===== src/design/delay_task_timer_queue_macros.svh =====
// Assertion macros used by the timer queue top level.
`ifndef DELAY_TASK_TIMER_QUEUE_MACROS_SVH
`define DELAY_TASK_TIMER_QUEUE_MACROS_SVH
`ifndef ASSERT_OFF
`define DTQ_ASSERT(label, clk, rst_n, prop, msg) \
	label: assert property (@(posedge clk) disable iff (!rst_n) prop) else $error(msg);
`define DTQ_ASSERT_NEVER(label, clk, rst_n, cond, msg) \
	label: assert property (@(posedge clk) disable iff (!rst_n) !(cond)) else $error(msg);
`else
`define DTQ_ASSERT(label, clk, rst_n, prop, msg)
`define DTQ_ASSERT_NEVER(label, clk, rst_n, cond, msg)
`endif
`endif


===== src/design/dtq_pkg.sv =====
// Types and constants of the timer queue.
`timescale 1ns / 1ps
package dtq_pkg;
	localparam int TIME_W = 48;
	localparam logic [TIME_W-1:0] TIME_MAX = {TIME_W{1'b1}};

	typedef enum logic [1:0] {
		OP_ADD    = 2'd0,
		OP_REMOVE = 2'd1,
		OP_TICK   = 2'd2,
		OP_NONE   = 2'd3
	} op_t;

	typedef enum logic [1:0] {
		KIND_ADD    = 2'd0,
		KIND_REMOVE = 2'd1,
		KIND_FIRED  = 2'd2,
		KIND_IDLE   = 2'd3
	} kind_t;

	typedef enum logic {
		REG_ENABLE   = 1'b0,
		REG_MAX_WAIT = 1'b1
	} reg_t;

	typedef enum logic [3:0] {
		ST_IDLE,
		ST_SCAN,      // read entry, compare
		ST_SHIFT_UP,  // move entries up for an insert
		ST_SHIFT_DN,  // move entries down for a delete
		ST_HEAD,      // read head for tick
		ST_HEAD_CHK,
		ST_OUT        // result waits to be taken
	} state_t;
endpackage


===== src/design/delay_task_timer_queue.sv =====
// Top level of the sorted timer queue.
`timescale 1ns / 1ps
// Sorted timer queue. Tasks live in one synchronous memory in ascending due time order
// (entry 0 is the earliest). One item is handled at a time by a sequencer around the
// memory's single read port: an add scans for its place entry by entry and then moves
// every later entry up one slot, a remove scans for the token and moves later entries
// down in the same way, and a tick reads the head and, while it is due (up to MAX_FIRE
// tasks per tick), parks it as the pending fired result, drops it from the memory and
// reads the new head. A fired result is only sent once the next head has been checked,
// so that the final one can carry the last flag. A tick that fires moves the remaining
// entries down for every fired task. Each result sits in an output register until taken,
// and the sequencer waits while that register is occupied; the memory needs no clearing
// after reset, since only entries below the fill count are read.
`include "delay_task_timer_queue_macros.svh"
module delay_task_timer_queue #(
	parameter int MAX_TASKS  = 32,
	parameter int TOKEN_BITS = 16
) (
	input  logic                    clk,
	input  logic                    arst_n,
	input  logic                    in_valid,
	output logic                    in_stall,
	input  logic [1:0]              operation,
	input  logic [31:0]             delay_us,
	input  logic [15:0]             task_id,
	input  logic [TOKEN_BITS-1:0]   token,
	input  logic [15:0]             elapsed_us,
	output logic                    out_valid,
	input  logic                    out_stall,
	output logic [1:0]              kind,
	output logic [TOKEN_BITS-1:0]   token_out,
	output logic [15:0]             fired_task,
	output logic                    found,
	output logic [31:0]             wait_us,
	output logic                    last,
	input  logic                    cfg_valid,
	output logic                    cfg_ready,
	input  logic [0:0]              cfg_index,
	input  logic [31:0]             cfg_data
);
	import dtq_pkg::*;

	localparam int AW = $clog2(MAX_TASKS);
	localparam int CW = $clog2(MAX_TASKS + 1);
	localparam int EW = TIME_W + TOKEN_BITS + 16;
	localparam int MAX_FIRE = 32;

	// Entry layout: {due, token, task}.
	logic [EW-1:0] mem [MAX_TASKS];
	logic [EW-1:0] rd_q;
	logic          rd_en;
	logic [AW-1:0] rd_addr;
	logic          wr_en;
	logic [AW-1:0] wr_addr;
	logic [EW-1:0] wr_data;

	always_ff @(posedge clk) begin
		if (wr_en) begin
			mem[wr_addr] <= wr_data;
		end
		if (rd_en) begin
			rd_q <= mem[rd_addr];
		end
	end

	logic [TIME_W-1:0]     rd_due;
	logic [TOKEN_BITS-1:0] rd_tok;
	logic [15:0]           rd_task;
	assign rd_due  = rd_q[EW-1 -: TIME_W];
	assign rd_tok  = rd_q[16 +: TOKEN_BITS];
	assign rd_task = rd_q[15:0];

	state_t state_q, state_d;
	logic                  enable_q;
	logic [31:0]           max_wait_q;
	logic [TIME_W-1:0]     now_q;
	logic [CW-1:0]         count_q;
	logic [TOKEN_BITS-1:0] next_tok_q;
	logic [CW-1:0]         idx_q;   // scan index / shift index
	logic [CW-1:0]         pos_q;   // insert or delete position
	logic [5:0]            nfire_q;
	logic [1:0]            op_q;
	logic [TIME_W-1:0]     due_q;
	logic [15:0]           task_q;
	logic [TOKEN_BITS-1:0] tok_q;
	logic                  phase_q; // shift: 0 read issued, 1 data ready
	// Tick shifting back to the head reuses the delete walk at position 0.
	logic                  tick_mode_q;
	// Fired task held back until the next head has been checked.
	logic                  pend_q;
	logic [TOKEN_BITS-1:0] pend_tok_q;
	logic [15:0]           pend_task_q;

	// Output register.
	logic                  ov_q;
	logic [1:0]            kind_q;
	logic [TOKEN_BITS-1:0] tok_out_q;
	logic [15:0]           ftask_q;
	logic                  found_q;
	logic [31:0]           wait_q;
	logic                  last_q;

	assign out_valid  = ov_q;
	assign kind       = kind_q;
	assign token_out  = tok_out_q;
	assign fired_task = ftask_q;
	assign found      = found_q;
	assign wait_us    = wait_q;
	assign last       = last_q;
	assign cfg_ready  = 1'b1;

	logic in_acc, out_free;
	assign out_free = !ov_q || !out_stall;
	assign in_stall = (state_q != ST_IDLE) || !out_free;
	assign in_acc   = in_valid && !in_stall;

	// Saturating time sums.
	logic [TIME_W:0] due_sum, now_sum;
	assign due_sum = {1'b0, now_q} + {{(TIME_W-31){1'b0}}, delay_us};
	assign now_sum = {1'b0, now_q} + {{(TIME_W-15){1'b0}}, elapsed_us};

	logic [TOKEN_BITS-1:0] tok_inc;
	assign tok_inc = (next_tok_q + 1'b1 == '0) ? {{(TOKEN_BITS-1){1'b0}}, 1'b1}
		: next_tok_q + 1'b1;

	// Wait until the head is due, clamped.
	logic [TIME_W-1:0] gap;
	logic [31:0]       head_wait;
	assign gap = (rd_due > now_q) ? rd_due - now_q : '0;
	assign head_wait = (gap < {{(TIME_W-32){1'b0}}, max_wait_q}) ? gap[31:0] : max_wait_q;

	// Result to load into the output register.
	logic                  emit;
	logic                  hold;
	logic [1:0]            e_kind;
	logic [TOKEN_BITS-1:0] e_tok;
	logic [15:0]           e_task;
	logic                  e_found;
	logic [31:0]           e_wait;
	logic                  e_last;

	always_comb begin
		state_d = state_q;
		rd_en = 1'b0;
		rd_addr = '0;
		wr_en = 1'b0;
		wr_addr = '0;
		wr_data = rd_q;
		emit = 1'b0;
		hold = 1'b0;
		e_kind = KIND_IDLE;
		e_tok = '0;
		e_task = '0;
		e_found = 1'b0;
		e_wait = '0;
		e_last = 1'b1;
		case (state_q)
			ST_IDLE: begin
				if (in_acc) begin
					rd_en = 1'b1;
					rd_addr = '0;
					case (op_t'(operation))
						OP_ADD: begin
							if (!enable_q || task_id == '0 || count_q >= CW'(MAX_TASKS)) begin
								emit = 1'b1;
								e_kind = KIND_ADD;
							end else if (count_q == '0) begin
								state_d = ST_SHIFT_UP;
							end else begin
								state_d = ST_SCAN;
							end
						end
						OP_REMOVE: begin
							if (!enable_q || count_q == '0) begin
								emit = 1'b1;
								e_kind = KIND_REMOVE;
							end else begin
								state_d = ST_SCAN;
							end
						end
						default: begin
							if (!enable_q) begin
								emit = 1'b1;
								e_wait = max_wait_q;
							end else if (count_q == '0) begin
								emit = 1'b1;
								e_wait = max_wait_q;
							end else begin
								state_d = ST_HEAD_CHK;
							end
						end
					endcase
				end
			end
			ST_SCAN: begin
				// rd_q holds entry idx_q
				if (op_q == OP_ADD) begin
					if (rd_due > due_q) begin
						state_d = ST_SHIFT_UP;
						rd_en = 1'b1;
						rd_addr = AW'(count_q - 1'b1);
					end else if (idx_q + 1'b1 == count_q) begin
						state_d = ST_SHIFT_UP;
						rd_en = 1'b1;
						rd_addr = AW'(count_q - 1'b1);
					end else begin
						rd_en = 1'b1;
						rd_addr = AW'(idx_q + 1'b1);
					end
				end else begin
					if (rd_tok == tok_q) begin
						state_d = ST_SHIFT_DN;
						rd_en = 1'b1;
						rd_addr = AW'(idx_q + 1'b1);
					end else if (idx_q + 1'b1 == count_q) begin
						emit = 1'b1;
						e_kind = KIND_REMOVE;
						state_d = ST_OUT;
					end else begin
						rd_en = 1'b1;
						rd_addr = AW'(idx_q + 1'b1);
					end
				end
			end
			ST_SHIFT_UP: begin
				// idx_q walks from count down to pos; rd_q holds entry idx_q-1 when phase 1
				if (idx_q == pos_q) begin
					wr_en = 1'b1;
					wr_addr = AW'(pos_q);
					wr_data = {due_q, next_tok_q, task_q};
					emit = 1'b1;
					e_kind = KIND_ADD;
					e_tok = next_tok_q;
					state_d = ST_OUT;
				end else if (phase_q) begin
					wr_en = 1'b1;
					wr_addr = AW'(idx_q);
					if (idx_q - 1'b1 != pos_q) begin
						rd_en = 1'b1;
						rd_addr = AW'(idx_q - 2'd2);
					end
				end
			end
			ST_SHIFT_DN: begin
				// idx_q walks from pos up; rd_q holds entry idx_q+1
				if (idx_q + 1'b1 >= count_q) begin
					if (tick_mode_q) begin
						state_d = ST_HEAD;
					end else begin
						emit = 1'b1;
						e_kind = KIND_REMOVE;
						e_found = 1'b1;
						state_d = ST_OUT;
					end
				end else if (phase_q) begin
					wr_en = 1'b1;
					wr_addr = AW'(idx_q);
					rd_en = 1'b1;
					rd_addr = AW'(idx_q + 2'd2);
				end
			end
			ST_HEAD: begin
				rd_en = 1'b1;
				rd_addr = '0;
				state_d = ST_HEAD_CHK;
			end
			ST_HEAD_CHK: begin
				if (op_q == OP_TICK && count_q != '0 && rd_due <= now_q
						&& nfire_q != 6'(MAX_FIRE)) begin
					// The head is due: the task parked before it is not the last one.
					if (pend_q) begin
						emit = 1'b1;
						e_kind = KIND_FIRED;
						e_tok = pend_tok_q;
						e_task = pend_task_q;
						e_last = 1'b0;
					end
					rd_en = 1'b1;
					rd_addr = AW'(1);
					state_d = ST_SHIFT_DN;
				end else if (pend_q) begin
					emit = 1'b1;
					e_kind = KIND_FIRED;
					e_tok = pend_tok_q;
					e_task = pend_task_q;
					state_d = ST_OUT;
				end else begin
					emit = 1'b1;
					e_wait = (count_q == '0) ? max_wait_q : head_wait;
					state_d = ST_OUT;
				end
			end
			ST_OUT: begin
				if (out_free) begin
					state_d = ST_IDLE;
				end
			end
			default: state_d = ST_IDLE;
		endcase
		// A result that finds the output register occupied freezes the sequencer.
		if (emit && !out_free && state_q != ST_IDLE) begin
			emit = 1'b0;
			hold = 1'b1;
			wr_en = 1'b0;
			rd_en = 1'b0;
			state_d = state_q;
		end
	end

	always_ff @(posedge clk or negedge arst_n) begin
		if (!arst_n) begin
			state_q     <= ST_IDLE;
			enable_q    <= 1'b0;
			max_wait_q  <= 32'd10000;
			now_q       <= '0;
			count_q     <= '0;
			next_tok_q  <= '0;
			ov_q        <= 1'b0;
			idx_q       <= '0;
			pos_q       <= '0;
			nfire_q     <= '0;
			phase_q     <= 1'b0;
			tick_mode_q <= 1'b0;
			pend_q      <= 1'b0;
			op_q        <= OP_ADD;
		end else begin
			state_q <= state_d;
			if (cfg_valid && cfg_ready) begin
				case (reg_t'(cfg_index))
					REG_ENABLE:   enable_q <= cfg_data[0];
					REG_MAX_WAIT: max_wait_q <= cfg_data;
					default: ;
				endcase
			end
			if (emit) begin
				ov_q <= 1'b1;
			end else if (!out_stall) begin
				ov_q <= 1'b0;
			end
			if (!hold) begin
				case (state_q)
					ST_IDLE: begin
						if (in_acc) begin
							op_q <= operation;
							idx_q <= '0;
							nfire_q <= '0;
							phase_q <= 1'b0;
							tick_mode_q <= 1'b0;
							pend_q <= 1'b0;
							if (operation == OP_TICK) begin
								now_q <= now_sum[TIME_W] ? TIME_MAX : now_sum[TIME_W-1:0];
							end
							if (operation == OP_ADD && state_d != ST_IDLE) begin
								next_tok_q <= tok_inc;
								pos_q <= '0;
							end
						end
					end
					ST_SCAN: begin
						if (op_q == OP_ADD) begin
							if (state_d == ST_SHIFT_UP) begin
								pos_q <= (rd_due > due_q) ? idx_q : idx_q + 1'b1;
								idx_q <= count_q;
								phase_q <= 1'b1;
							end else begin
								idx_q <= idx_q + 1'b1;
							end
						end else if (state_d == ST_SHIFT_DN) begin
							pos_q <= idx_q;
							phase_q <= 1'b1;
						end else if (state_d == ST_SCAN) begin
							idx_q <= idx_q + 1'b1;
						end
					end
					ST_SHIFT_UP: begin
						if (state_d == ST_OUT) begin
							count_q <= count_q + 1'b1;
						end else if (phase_q) begin
							idx_q <= idx_q - 1'b1;
							phase_q <= (idx_q - 1'b1 != pos_q);
						end else begin
							phase_q <= 1'b1;
						end
					end
					ST_SHIFT_DN: begin
						if (idx_q + 1'b1 >= count_q) begin
							count_q <= count_q - 1'b1;
						end else if (phase_q) begin
							idx_q <= idx_q + 1'b1;
						end
					end
					ST_HEAD_CHK: begin
						if (state_d == ST_SHIFT_DN) begin
							pend_q <= 1'b1;
							nfire_q <= nfire_q + 1'b1;
							tick_mode_q <= 1'b1;
							idx_q <= '0;
							phase_q <= 1'b1;
						end else begin
							pend_q <= 1'b0;
						end
					end
					default: ;
				endcase
			end
		end
	end

	// Input fields held for the walk, the parked fired task and the result register.
	always_ff @(posedge clk) begin
		if (state_q == ST_IDLE && in_acc) begin
			task_q <= task_id;
			tok_q  <= token;
			due_q  <= due_sum[TIME_W] ? TIME_MAX : due_sum[TIME_W-1:0];
		end
		if (state_q == ST_HEAD_CHK && state_d == ST_SHIFT_DN) begin
			pend_tok_q  <= rd_tok;
			pend_task_q <= rd_task;
		end
		if (emit) begin
			kind_q    <= e_kind;
			tok_out_q <= e_tok;
			ftask_q   <= e_task;
			found_q   <= e_found;
			wait_q    <= e_wait;
			last_q    <= e_last;
		end
	end

	`DTQ_ASSERT(a_count_max, clk, arst_n, count_q <= CW'(MAX_TASKS), "fill count overflow")
	`DTQ_ASSERT_NEVER(a_stall_busy, clk, arst_n, in_acc && state_q != ST_IDLE, "item taken while busy")
	`DTQ_ASSERT(a_emit_room, clk, arst_n, emit |-> out_free, "result overwritten")
endmodule

===== config.mk =====
export PLATFORM = sky130hd
export DESIGN_NAME = delay_task_timer_queue
export DESIGN_NICKNAME = d
export VERILOG_FILES = /design/src/design/dtq_pkg.sv /design/src/design/delay_task_timer_queue.sv
export VERILOG_INCLUDE_DIRS = /design/src /design/src/design
export SDC_FILE = /design/constraint.sdc
export NUM_CORES = 2
export LEC_CHECK = 0
export ABC_AREA = 1
export BUFFER_PORTS_ARGS = -buffer_cell sky130_fd_sc_hd__buf_2
export CELL_PAD_IN_SITES_DETAIL_PLACEMENT = 1
export CELL_PAD_IN_SITES_GLOBAL_PLACEMENT = 1
export CORE_MARGIN = 10
export CORE_UTILIZATION = 45
export DETAILED_ROUTE_END_ITERATION = 7
export PLACE_DENSITY_LB_ADDON = 0.1
export SLEW_MARGIN = 20
export SYNTH_ARGS = -nofsm -noshare
export SYNTH_HDL_FRONTEND = slang
export SYNTH_SLANG_ARGS = --single-unit
export TNS_END_PERCENT = 20

===== constraint.sdc =====
create_clock -name clk -period 15 [get_ports clk]
set_input_delay 3 -clock clk [delete_from_list [all_inputs] [get_ports clk]]
set_output_delay 3 -clock clk [all_outputs]
set_load 0.005 [all_outputs]

==> impl_summary.log <==
INFO  metric die_width = 577 um
INFO  metric post_place_cells = 17600
INFO  metric design.die.area = 334000 um^2
INFO  metric cts_htree_levels = 5
INFO  metric yosysSeqAreaShare = 0.629
INFO  metric crit_type = in2reg
INFO  metric globalRouteTotalUtil = 0.287
INFO  metric syn-num-nets = 14100
INFO  metric io_buffer_count = 189
INFO  metric cts_setup_buffers = 0
INFO  metric critical_path_peak_fanout = 33
INFO  metric primary_flip_flop_cell_chosen_by_synthesis_mapping = sky130_fd_sc_hd__edfxtp_1
INFO  metric clockBufferDepth = 4
INFO  metric grt_first_pass_wirelength = 724000 um
INFO  metric avgViaCountPerCell = 5.75
INFO  metric grt_antenna_before_repair = 12
INFO  metric fin_total_pwr = 0.0281 W
INFO  metric max-cap-violations = 0
INFO  metric placeableCoreArea = 309000 um^2
INFO  metric leakagePower = 62.7 nW
INFO  metric design_area = 155000 um^2
INFO  metric setup_tns = 0 ns
INFO  metric synth-edff-count = 2820
INFO  metric floorplan.io_pins = 191
INFO  metric clkTransAtPathRegs = 0.06 ns
INFO  metric synth_top_cells_by_area = sky130_fd_sc_hd__edfxtp_1 (61%), sky130_fd_sc_hd__nand3_1 (11%), sky130_fd_sc_hd__nand2_1 (8.5%)
INFO  metric gpl.final_weighted_congestion = 0.903
INFO  metric synth.ff_latch_count = 2951
INFO  metric min_path_type = reg2reg
INFO  metric starting_utilization_of_the_core_area = 0.452
INFO  metric worst_path_dominant_cell_family = simple AND/OR/NAND/NOR gates
INFO  metric postSynthCellCount = 13800
INFO  metric synthesis.area = 140000 um^2
INFO  metric routedWlPerCell = 27.1 um
INFO  metric post_route_clock_period_utilization = 0.580
INFO  metric worstMarginPinSlew = 1.22 ns
INFO  metric endpoint_kind = flip-flop
INFO  metric tritoncts = done
INFO  metric report.final.setup_viol = 0
INFO  metric irDropWorstVdd = 0.173 mV
INFO  metric hold_buffers = 0
INFO  metric root_buffer = sky130_fd_sc_hd__clkbuf_16
INFO  metric number_of_global_route_vias_before_repair = 108000
INFO  metric dr_total_vias = 105000
INFO  metric finish.cell_count_without_fillers = 18200
INFO  metric drt_first_iter_violations = 10400
INFO  metric critical_path_required = 15.54 ns
INFO  metric worstSkewPairLatency = 0.95 ns
INFO  metric drtPass1Iterations = 6
INFO  metric finalNetCount = 14100
INFO  metric grt_setup_unrepaired = false
INFO  metric timing.fmax = 115 MHz
INFO  metric synth.lib_cells_used.distinct = 63
INFO  metric drv_slew = 0
INFO  metric chipHeight = 577 um
INFO  metric critical-path-slowest-cell = sky130_fd_sc_hd__nor2_4
INFO  metric async_flop_share = 0.0444
INFO  metric cts-buffers-inserted = 331
INFO  metric grt_start_max_net_pins = 174
INFO  metric globalRoute.totalOverflow = 0
INFO  metric synthesis.yosys.warnings = 0
INFO  metric cts_repair_resize_count = 0
INFO  metric crit_buf_inv = 3
INFO  metric postRouteWirelength = 493000 um
INFO  metric yosys-top-cells-count = sky130_fd_sc_hd__nand2_1 (3176), sky130_fd_sc_hd__nand3_1 (2938), sky130_fd_sc_hd__edfxtp_1 (2820), sky130_fd_sc_hd__inv_1 (2023), sky130_fd_sc_hd__nand3b_1 (566)
INFO  metric layout-drive-gt1-share = 0.0764
INFO  metric dpl-instance-area = 144000 um^2
INFO  metric post-synth-top-count-cell = sky130_fd_sc_hd__nand2_1
INFO  metric cp_cell_sequence = buf_2, nor2_1, nand2_1, nor2_1, nand2_1, nand4_1, nand3b_1, nand3_1, nor2_4, a21oi_4, a31oi_1, nand3_1, nor2_4, buf_4, buf_4
INFO  metric timing.critical_path.arrival = 9.24 ns
INFO  metric critPathLaunchType = input port
INFO  metric clock-sinks = 2951
INFO  metric pwr_density_cell = 182 nW/um^2
INFO  metric synth.top_cell.area_share = 0.605
INFO  metric cp_slowest_stage_delay = 1.06 ns
INFO  metric final_period_minus_worst_setup_slack = 8.70 ns
INFO  metric postSynthAreaPerCell = 10.1 um^2
INFO  metric post_detail_place_hpwl = 280000 um
INFO  metric floorplan_row_count = 204
INFO  metric final_antenna_net_count = 0
INFO  metric post-route-drc-count = 0
INFO  metric final_hold_fails = 0
INFO  metric outcome = finished, final reports clean
INFO  metric slew-limit-headroom = 0.184
INFO  metric syn2layout_area_growth = 10.6%
INFO  metric yosysTopAreaCell = sky130_fd_sc_hd__edfxtp_1
INFO  metric worst_clock_skew = 0.0519 ns
INFO  metric finalCoreUtilization = 0.500
## power breakdown
group | total, W | internal, W | switching, W | leakage, nW
Combinational | 0.00911 | 0.00225 | 0.00686 | 30.7
Sequential | 0.0111 | 0.0107 | 0.000330 | 27.0
Clock | 0.00797 | 0.00453 | 0.00344 | 5.08
## metal layers
metal | track usage | up-vias | share of wire
li1 | - | 46500 | -
met1 | 0.395 | 53500 | 0.43
met2 | 0.479 | 3714 | 0.48
met3 | 0.0329 | 833 | 0.062
met4 | 0.0898 | 0 | 0.033
met5 | 0 | - | 0
## final cells by class
type                            count  area (um^2)
Fill cell                       33700       154000
Sequential cell                  2951        88000
Timing Repair Buffer              391         2790
Inverter                         2045         7720
Tap cell                         4120         5150
Multi-Input combinational cell   8072        40700
Antenna cell                        1         2.50
Clock inverter                    195         1640
Clock buffer                      414         8770
## sequential cells by signal, indices dropped and copies added (netlist names), 32 cells and up
name	cells
now_q	48
mem	2560
max_wait_q	32
rd_q	80
due_q	48
wait_us	32
## cells by family after synthesis
logic type | synth area share
other cells | 0.0000537
xor+xnor | 0.00620
simple gates | 0.238
compound gates | 0.0230
fa+ha+maj | 0.0176
flops | 0.629
buf+inv | 0.0860
## final timing paths
check	depth (start not counted)	slack, ns	start	endpoint
max in group asynchronous	2	11.37	arst_n	next_tok_q[8]
setup / recovery	15	6.30	task_id[14]	mem[25][59]
hold / removal	0	0.47	rd_q[10]	pend_task_q[10]
min in group asynchronous	1	2.19	arst_n	nfire_q[0]
hold reg to reg	0	0.47	rd_q[10]	pend_task_q[10]
setup reg to reg	25	6.59	idx_q[0]	rd_q[54]
## through the flow
step,hold slack [ns],worst slack [ns]
5_1_grt,0.489,6.06
3_3_place_gp,0.437,5.61
2_1_floorplan,0.427,6.10
3_5_place_dp,0.451,5.62
4_1_cts,0.479,6.56
6_report,0.473,6.30
## cells in the final DEF (no fill, tap or decap), types with 145 or more instances in the layout
cell type                   netlist  layout
sky130_fd_sc_hd__a21oi_1        248     247
sky130_fd_sc_hd__buf_2          508     188
sky130_fd_sc_hd__buf_4           24     178
sky130_fd_sc_hd__clkbuf_16        0     338
sky130_fd_sc_hd__edfxtp_1      2820    2820
sky130_fd_sc_hd__ha_1           192     192
sky130_fd_sc_hd__inv_1         2023    2020
sky130_fd_sc_hd__nand2_1       3176    3150
sky130_fd_sc_hd__nand3_1       2938    2938
sky130_fd_sc_hd__nand3b_1       566     566
sky130_fd_sc_hd__nor2_1         328     291
sky130_fd_sc_hd__o21ai_0        197     145
(Power assumes the default switching activity.)
